==> src/rled_pkg.sv <==
// Shared types, constants and control interface of the run-length encoder.
`timescale 1ns / 1ps

package rled_pkg;

   // Field widths
   localparam int BYTE_W    = 8;
   localparam int RUN_LEN_W = 16;
   localparam int DIGIT_W   = 4;

   // Longest run kept before it is closed and a new one of the same byte starts
   localparam logic [RUN_LEN_W-1:0] MAX_RUN = 16'd65535;

   // Decimal digits of the longest count
   localparam int NUM_DIGITS = 5;
   localparam int DIG_IDX_W  = $clog2(NUM_DIGITS);
   localparam int DIG_CNT_W  = $clog2(NUM_DIGITS + 1);

   // x / 10 == (x * RECIP_TEN) >> RECIP_SHIFT, exact for every 16-bit x
   localparam logic [RUN_LEN_W-1:0] RECIP_TEN   = 16'hCCCD;
   localparam int                   RECIP_SHIFT = 19;

   localparam logic [BYTE_W-1:0] ASCII_ZERO = 8'h30;

   typedef struct packed {
      logic [BYTE_W-1:0] in_byte;
      logic              end_of_stream;
   } req_type;

   typedef struct packed {
      logic [BYTE_W-1:0] out_byte;
      logic              last_of_item;
      logic              stream_done;
   } rsp_type;

   // Source of an output beat
   typedef enum logic [1:0] {
      SRC_RUN    = 2'd0,
      SRC_DIGIT  = 2'd1,
      SRC_SINGLE = 2'd2
   } src_type;

   typedef struct packed {
      logic    load;
      logic    conv_step;
      logic    push;
      src_type src;
      logic    last;
      logic    done;
   } ctrl_cmd_type;

   typedef struct packed {
      logic dec_has_a;
      logic dec_a_multi;
      logic dec_has_b;
      logic a_multi;
      logic has_b;
      logic eos;
      logic conv_last;
      logic dig_last;
      logic out_free;
   } ctrl_stat_type;

endpackage

==> src/rled_ctrl.sv <==
// Sequencing state machine of the run-length encoder.
`timescale 1ns / 1ps

module rled_ctrl
   import rled_pkg::*;
(
   input  logic          clock,
   input  logic          reset,
   input  logic          req_valid,
   output logic          req_ready,
   input  ctrl_stat_type stat,
   output ctrl_cmd_type  cmd
);

   typedef enum logic [2:0] {
      ST_IDLE,
      ST_CONV,
      ST_SEND_RUN,
      ST_SEND_DIGIT,
      ST_SEND_SINGLE
   } state_type;

   state_type state_ff;
   state_type state_in;

   assign req_ready = (state_ff == ST_IDLE);

   // Decode commands and next state
   always_comb begin
      cmd       = '0;
      cmd.src   = SRC_RUN;
      state_in  = state_ff;
      case (state_ff)
         ST_IDLE: begin
            cmd.load = req_valid;
            if (req_valid) begin
               if (stat.dec_has_a) begin
                  state_in = stat.dec_a_multi ? ST_CONV : ST_SEND_RUN;
               end else if (stat.dec_has_b) begin
                  state_in = ST_SEND_SINGLE;
               end
            end
         end
         ST_CONV: begin
            cmd.conv_step = 1'b1;
            if (stat.conv_last) begin
               state_in = ST_SEND_RUN;
            end
         end
         ST_SEND_RUN: begin
            cmd.src  = SRC_RUN;
            cmd.last = !stat.a_multi && !stat.has_b;
            cmd.push = stat.out_free;
            if (stat.out_free) begin
               if (stat.a_multi) begin
                  state_in = ST_SEND_DIGIT;
               end else if (stat.has_b) begin
                  state_in = ST_SEND_SINGLE;
               end else begin
                  state_in = ST_IDLE;
               end
            end
         end
         ST_SEND_DIGIT: begin
            cmd.src  = SRC_DIGIT;
            cmd.last = stat.dig_last && !stat.has_b;
            cmd.push = stat.out_free;
            if (stat.out_free && stat.dig_last) begin
               state_in = stat.has_b ? ST_SEND_SINGLE : ST_IDLE;
            end
         end
         ST_SEND_SINGLE: begin
            cmd.src  = SRC_SINGLE;
            cmd.last = 1'b1;
            cmd.push = stat.out_free;
            if (stat.out_free) begin
               state_in = ST_IDLE;
            end
         end
         default: begin
            state_in = ST_IDLE;
         end
      endcase
      cmd.done = cmd.last && stat.eos;
   end

   // Hold state
   always_ff @(posedge clock) begin
      if (reset) begin
         state_ff <= ST_IDLE;
      end else begin
         state_ff <= state_in;
      end
   end

endmodule

==> src/rled_datapath.sv <==
// Run state, decimal conversion, digit buffer and output register.
`timescale 1ns / 1ps

module rled_datapath
   import rled_pkg::*;
(
   input  logic          clock,
   input  logic          reset,
   input  req_type       req_data,
   input  ctrl_cmd_type  cmd,
   output ctrl_stat_type stat,
   output logic          rsp_valid,
   input  logic          rsp_ready,
   output rsp_type       rsp_data
);

   // Open run
   logic [BYTE_W-1:0]    run_byte_ff;
   logic [RUN_LEN_W-1:0] run_length_ff;
   logic                 run_open_ff;

   // Work latched at accept
   logic [BYTE_W-1:0]    a_byte_ff;
   logic [BYTE_W-1:0]    b_byte_ff;
   logic                 a_multi_ff;
   logic                 has_b_ff;
   logic                 eos_ff;

   // Conversion and digit buffer
   logic [RUN_LEN_W-1:0] conv_val_ff;
   logic [DIGIT_W-1:0]   dig_ff [NUM_DIGITS];
   logic [DIG_CNT_W-1:0] nd_ff;
   logic [DIG_IDX_W-1:0] idx_ff;

   // Output register
   logic                 rsp_valid_ff;
   logic                 rsp_valid_in;
   rsp_type              rsp_data_ff;
   rsp_type              rsp_data_in;

   logic                 same_byte;
   logic                 grow;
   logic                 eos;
   logic [RUN_LEN_W-1:0] run_len_inc;
   logic [RUN_LEN_W-1:0] a_len;
   logic [2*RUN_LEN_W-1:0] prod;
   logic [RUN_LEN_W-1:0] quot;
   logic [RUN_LEN_W-1:0] quot_x10;
   logic [RUN_LEN_W-1:0] rem;
   logic                 out_free;

   // Decode the incoming byte against the open run
   assign eos         = req_data.end_of_stream;
   assign same_byte   = (req_data.in_byte == run_byte_ff);
   assign grow        = run_open_ff && same_byte && (run_length_ff < MAX_RUN);
   assign run_len_inc = run_length_ff + 16'd1;
   assign a_len       = grow ? run_len_inc : run_length_ff;

   // Divide by ten through the reciprocal, one digit a cycle
   assign prod     = {{RUN_LEN_W{1'b0}}, conv_val_ff} * {{RUN_LEN_W{1'b0}}, RECIP_TEN};
   assign quot     = RUN_LEN_W'(prod >> RECIP_SHIFT);
   assign quot_x10 = (quot << 3) + (quot << 1);
   assign rem      = conv_val_ff - quot_x10;

   assign out_free = !rsp_valid_ff || rsp_ready;

   always_comb begin
      stat             = '0;
      stat.dec_has_a   = run_open_ff && (!grow || eos);
      stat.dec_a_multi = (a_len > 16'd1);
      stat.dec_has_b   = eos && !grow;
      stat.a_multi     = a_multi_ff;
      stat.has_b       = has_b_ff;
      stat.eos         = eos_ff;
      stat.conv_last   = (quot == '0);
      stat.dig_last    = (idx_ff == '0);
      stat.out_free    = out_free;
   end

   // Advance the open run on accept
   always_ff @(posedge clock) begin
      if (reset) begin
         run_byte_ff   <= '0;
         run_length_ff <= '0;
         run_open_ff   <= 1'b0;
      end else if (cmd.load) begin
         if (eos) begin
            run_byte_ff   <= '0;
            run_length_ff <= '0;
            run_open_ff   <= 1'b0;
         end else if (grow) begin
            run_length_ff <= run_len_inc;
         end else begin
            run_byte_ff   <= req_data.in_byte;
            run_length_ff <= 16'd1;
            run_open_ff   <= 1'b1;
         end
      end
   end

   // Latch the runs to emit
   always_ff @(posedge clock) begin
      if (cmd.load) begin
         a_byte_ff  <= run_byte_ff;
         b_byte_ff  <= req_data.in_byte;
         a_multi_ff <= stat.dec_a_multi;
         has_b_ff   <= stat.dec_has_b;
         eos_ff     <= eos;
      end
   end

   // Convert the count, least significant digit first
   always_ff @(posedge clock) begin
      if (cmd.load) begin
         conv_val_ff <= a_len;
      end else if (cmd.conv_step) begin
         conv_val_ff   <= quot;
         dig_ff[DIG_IDX_W'(nd_ff)] <= rem[DIGIT_W-1:0];
      end
   end

   // Count digits and walk them back most significant first
   always_ff @(posedge clock) begin
      if (reset) begin
         nd_ff  <= '0;
         idx_ff <= '0;
      end else if (cmd.load) begin
         nd_ff <= '0;
      end else if (cmd.conv_step) begin
         nd_ff  <= nd_ff + 1'b1;
         idx_ff <= DIG_IDX_W'(nd_ff);
      end else if (cmd.push && cmd.src == SRC_DIGIT) begin
         idx_ff <= idx_ff - 1'b1;
      end
   end

   // Select the beat to load
   always_comb begin
      rsp_data_in              = '0;
      rsp_data_in.last_of_item = cmd.last;
      rsp_data_in.stream_done  = cmd.done;
      case (cmd.src)
         SRC_RUN:    rsp_data_in.out_byte = a_byte_ff;
         SRC_DIGIT:  rsp_data_in.out_byte = ASCII_ZERO | {4'b0, dig_ff[idx_ff]};
         SRC_SINGLE: rsp_data_in.out_byte = b_byte_ff;
         default:    rsp_data_in.out_byte = b_byte_ff;
      endcase
   end

   // Hold the beat until taken
   always_comb begin
      if (cmd.push) begin
         rsp_valid_in = 1'b1;
      end else if (rsp_ready) begin
         rsp_valid_in = 1'b0;
      end else begin
         rsp_valid_in = rsp_valid_ff;
      end
   end

   always_ff @(posedge clock) begin
      if (reset) begin
         rsp_valid_ff <= 1'b0;
      end else begin
         rsp_valid_ff <= rsp_valid_in;
      end
   end

   always_ff @(posedge clock) begin
      if (cmd.push) begin
         rsp_data_ff <= rsp_data_in;
      end
   end

   assign rsp_valid = rsp_valid_ff;
   assign rsp_data  = rsp_data_ff;

   // A beat is loaded only into a free output register
   assert property (@(posedge clock) disable iff (reset) cmd.push |-> out_free)
      else $error("beat pushed over a waiting beat");

   // A pushed beat is offered in the next cycle
   assert property (@(posedge clock) disable iff (reset) cmd.push |=> rsp_valid_ff)
      else $error("pushed beat not offered");

   // A count never has more digits than the buffer holds
   assert property (@(posedge clock) disable iff (reset) nd_ff <= DIG_CNT_W'(NUM_DIGITS))
      else $error("digit buffer overrun");

   // Conversion only runs on a nonzero remainder of the count
   assert property (@(posedge clock) disable iff (reset) cmd.conv_step |-> conv_val_ff != '0)
      else $error("conversion step on zero value");

endmodule

==> src/run_length_encoder_decimal.sv <==
// Top level of the run-length encoder with ASCII decimal counts.
//
// Input channel req_*: one uncompressed byte per beat, with end_of_stream on
// the final byte of a stream. Output channel rsp_*: one encoded byte per
// beat; last_of_item marks the final beat caused by an input beat and
// stream_done the final beat of a stream.
// A byte that extends the open run gives no beat; the next byte can follow
// at once. A byte that closes a run of one goes to the run-send state: its
// beat is loaded into the output register once that is free and is offered
// from there, when the next byte can be taken. Closing a longer run first
// converts the count, one digit per cycle (a shared divide-by-ten unit), then
// sends one beat per cycle for the byte and each digit while the receiver
// takes them, plus one beat for a final run of one: at most 7 beats.
// Output beats sit in one output register; a stalled receiver holds the
// sequencer, and the input is taken again once the final beat is loaded.
// Reset clears the open run and the output register; the next byte starts
// a new stream.
`timescale 1ns / 1ps

module run_length_encoder_decimal
   import rled_pkg::*;
(
   input  logic    clock,
   input  logic    reset,
   input  logic    req_valid,
   output logic    req_ready,
   input  req_type req_data,
   output logic    rsp_valid,
   input  logic    rsp_ready,
   output rsp_type rsp_data
);

   ctrl_cmd_type  cmd;
   ctrl_stat_type stat;

   rled_ctrl u_ctrl (
      .clock     (clock),
      .reset     (reset),
      .req_valid (req_valid),
      .req_ready (req_ready),
      .stat      (stat),
      .cmd       (cmd)
   );

   rled_datapath u_datapath (
      .clock     (clock),
      .reset     (reset),
      .req_data  (req_data),
      .cmd       (cmd),
      .stat      (stat),
      .rsp_valid (rsp_valid),
      .rsp_ready (rsp_ready),
      .rsp_data  (rsp_data)
   );

endmodule
==> config.mk <==
export PLATFORM = sky130hd
export DESIGN_NAME = run_length_encoder_decimal
export DESIGN_NICKNAME = d
export VERILOG_FILES = /design/src/rled_pkg.sv /design/src/rled_ctrl.sv /design/src/rled_datapath.sv /design/src/run_length_encoder_decimal.sv
export SDC_FILE = /design/constraint.sdc
export NUM_CORES = 1
export LEC_CHECK = 0
export BUFFER_PORTS_ARGS = -buffer_cell sky130_fd_sc_hd__buf_2
export CAP_MARGIN = 30
export CORE_UTILIZATION = 45
export DETAILED_ROUTE_END_ITERATION = 7
export PLACE_DENSITY_LB_ADDON = 0.2
export SYNTH_ARGS = -nofsm -noshare
export SYNTH_HDL_FRONTEND = slang
export SYNTH_SLANG_ARGS = --single-unit
==> constraint.sdc <==
create_clock -name clock -period 12.7 [get_ports clock]
set_input_delay 1.905 -clock clock [delete_from_list [all_inputs] [get_ports clock]]
set_output_delay 1.905 -clock clock [all_outputs]
set_load 0.01 [all_outputs]
==> flow_summary.ini <==
[routing]
dr_total_vias = 7073
ant_nets = 0
avgViaCountPerCell = 5.41
first_pass_iters = 5
drtIter0Drc = 361
route.detailed.drc = 0
wl_per_cell_um = 18.0
drt_wl_total_mm = 23.5

[setup_path]
crit_type = reg -> reg
cp_data_required_time_ns = 12.93
cp-start-kind = flop
cp_data_arrival_time_ns = 6.80
path_max_fanout = 6
worstSetupEndpointType = flop

[die]
coreArea_mm2 = 0.0214
die_h_um = 151
placement_rows = 53
dieWidth_um = 151
start_util_pct = 46.5
die_area_mm2 = 0.0227
pin_count = 25

[logic_synthesis]
synth_flop_cell = edfxtp_1
synth_edf_count = 65
yosys_register_bits = 103
syn-instance-count = 1023
yosys_warnings = 0
ys_types = 69
netlist_area_mm2 = 0.00993
async_reset_ff_share_pct = 0
syn_area_per_cell_um2 = 9.71
yosysSeqAreaShare_pct = 27.3
synth_fp_nets = 1255

[clock_tree]
clock_latency_ns = 0.36
postCtsHoldBufs = 0
postCtsSetupRepairBufs = 0
cts_buffers = 9
htreeDepth = 3
clk_path_buf_depth = 2
cts_root_buf = clkbuf_16
cts_tree = built
clk_pin_slew_ns = 0.08
cts.sinks = 103
cts_resized = 0

[global_routing]
grt_antenna_before_repair = 0
grt_first_pass_wirelength_mm = 39.2
overflow = 0
grt_pass1_vias = 7235
track_usage_pct = 22.7
grt_max_degree = 25

[placed_design]
port_buffers = 24
place_hpwl_mm = 19.1
place_congestion = 0.920

[worst_hold_path]
hold_path_class = reg -> reg

[timing]
fin_setup_tns_ns = 0
rsz0062_at_grt = no
setup-violations-final = 0
min_period_ns = 6.57
slew-limit-headroom_pct = 42.3
worst_pin_slew_ns = 0.864
finalCritPeriodShare_pct = 51.7
drv_slew = 0
finalHoldViolCount = 0
fmax_mhz = 152
clock_skew_ns = 0.0133

[final_layout]
drive_gt1_share_pct = 6.69
num-nets-final = 1259
n_antenna_cell = 0
areaGrowthSynthToFinish_pct = 6.62

[status]
outcome = finished clean

[flow_run]
drv_cap = 0
==> synth_stat cells (4+ instances only) <==
cell type	n	share of area, %
ha_1	139	18
nor2b_1	6	0.38
mux2i_1	7	0.71
xnor2_1	28	2.5
nand4_1	11	0.69
a211oi_1	7	0.53
a41oi_1	4	0.35
o22ai_1	7	0.44
a21oi_1	46	2.3
a21o_1	8	0.60
nand2_1	73	2.8
clkbuf_1	25	0.95
nor3_1	18	0.91
edfxtp_1	65	20
a31oi_1	9	0.57
o211ai_1	7	0.53
mux4_2	4	0.91
nor4_1	5	0.32
inv_1	168	6.4
xor2_1	24	2.1
o21ai_0	62	3.1
and2_1	10	0.63
nand2b_1	8	0.50
nor2_1	53	2.0
dfxtp_1	38	7.7
a22oi_1	15	1.1
buf_2	11	0.55
nand3_1	15	0.76
and3_1	7	0.44
fa_1	80	16
nand3b_1	5	0.38
o31ai_1	13	0.98
==> critical path, cell delays in order, from the launching register on <==
cell      delay, ns
edfxtp_1       0.55
ha_1           0.41
inv_1          0.09
fa_1           0.57
inv_1          0.07
fa_1           0.51
fa_1           0.53
fa_1           0.55
inv_1          0.05
fa_1           0.53
inv_1          0.04
ha_1           0.32
nand4_1        0.18
nor3_1         0.23
o211ai_1       0.12
o21ai_0        0.53
xor2_1         0.23
nor3_1         0.30
nand4_1        0.14
nor3b_1        0.21
a32o_2         0.22
a211oi_2       0.06
==> through the flow <==
step | area, µm² | worst slack [ns] | hold WS [ns] | util, % | std cells
floorplan | 9930 | 7.04 | 0.450 | - | 1023
global placement | 10300 | 6.10 | 0.458 | 48.0 | 1287
detailed placement | 10300 | 6.13 | 0.467 | 48.1 | 1290
CTS | 10600 | 6.08 | 0.488 | 49.5 | 1306
global route | 10600 | 5.69 | 0.496 | 49.6 | 1307
finish | 10600 | 6.13 | 0.487 | 49.6 | 1307
==> path summary, 6_finish.rpt <==
path,to,cells after the start,from,slack [ns]
setup / recovery,u_ctrl.state_ff[0],21,u_datapath.conv_val_ff[3],6.13
hold / removal,u_datapath.a_byte_ff[4],0,u_datapath.run_byte_ff[4],0.49
setup reg to reg,u_ctrl.state_ff[0],21,u_datapath.conv_val_ff[3],6.13
hold reg to reg,u_datapath.a_byte_ff[4],0,u_datapath.run_byte_ff[4],0.49
==> flip-flops by register name (all words and copies together) (netlist names), 3 cells and up, named ones only <==
name	count
u_ctrl.state_ff	3
u_datapath.a_byte_ff	8
u_datapath.b_byte_ff	8
u_datapath.conv_val_ff	16
u_datapath.dig_ff	20
u_datapath.idx_ff	3
u_datapath.nd_ff	3
u_datapath.rsp_data	10
u_datapath.run_byte_ff	8
u_datapath.run_length_ff	16
==> cell usage in the layout, fill, tap and decap left out, types with 9 or more instances in the layout <==
master	n
a21oi_1	46
a22oi_1	15
a31oi_1	9
and2_1	10
buf_2	26
clkbuf_16	9
dfxtp_1	38
edfxtp_1	65
fa_1	80
ha_1	139
inv_1	168
nand2_1	73
nand3_1	15
nand4_1	11
nor2_1	53
nor3_1	18
o21ai_0	62
o31ai_1	13
xnor2_1	28
xor2_1	24
==> cells by family (layout without fill, tap and decap cells) <==
family	after synthesis	count (layout)	synth area share [%]
compound gates	200	200	12.9
xor+xnor	52	52	4.59
fa+ha+maj	220	220	33.8
buf+inv	206	215	7.96
flops	103	103	27.3
mux	12	12	1.73
simple gates	230	230	11.8
==> routing by layer <==
metal / track usage [%] / share of wire [%] / vias to the layer above
met5: 0 / 0 / -
met4: 6.77 / 2.2 / 0
met3: 3.61 / 4.2 / 27
met2: 36.2 / 46 / 143
met1: 31.6 / 47 / 3387
li1: - / - / 3516
==> layout make-up <==
| cell class | count | area (µm²) |
|---|---|---|
| fill | 2034 | 10800 |
| multi-input combinational | 714 | 6430 |
| sequential | 103 | 2710 |
| inverter | 169 | 634 |
| tap | 275 | 344 |
| clock buffer | 9 | 225 |
| timing repair buffer | 30 | 160 |
| clock inverter | 7 | 83.8 |
Power is left out: the tool's default activity adds up to more than one toggle a clock period on the data nets, which glitch-free logic cannot reach.
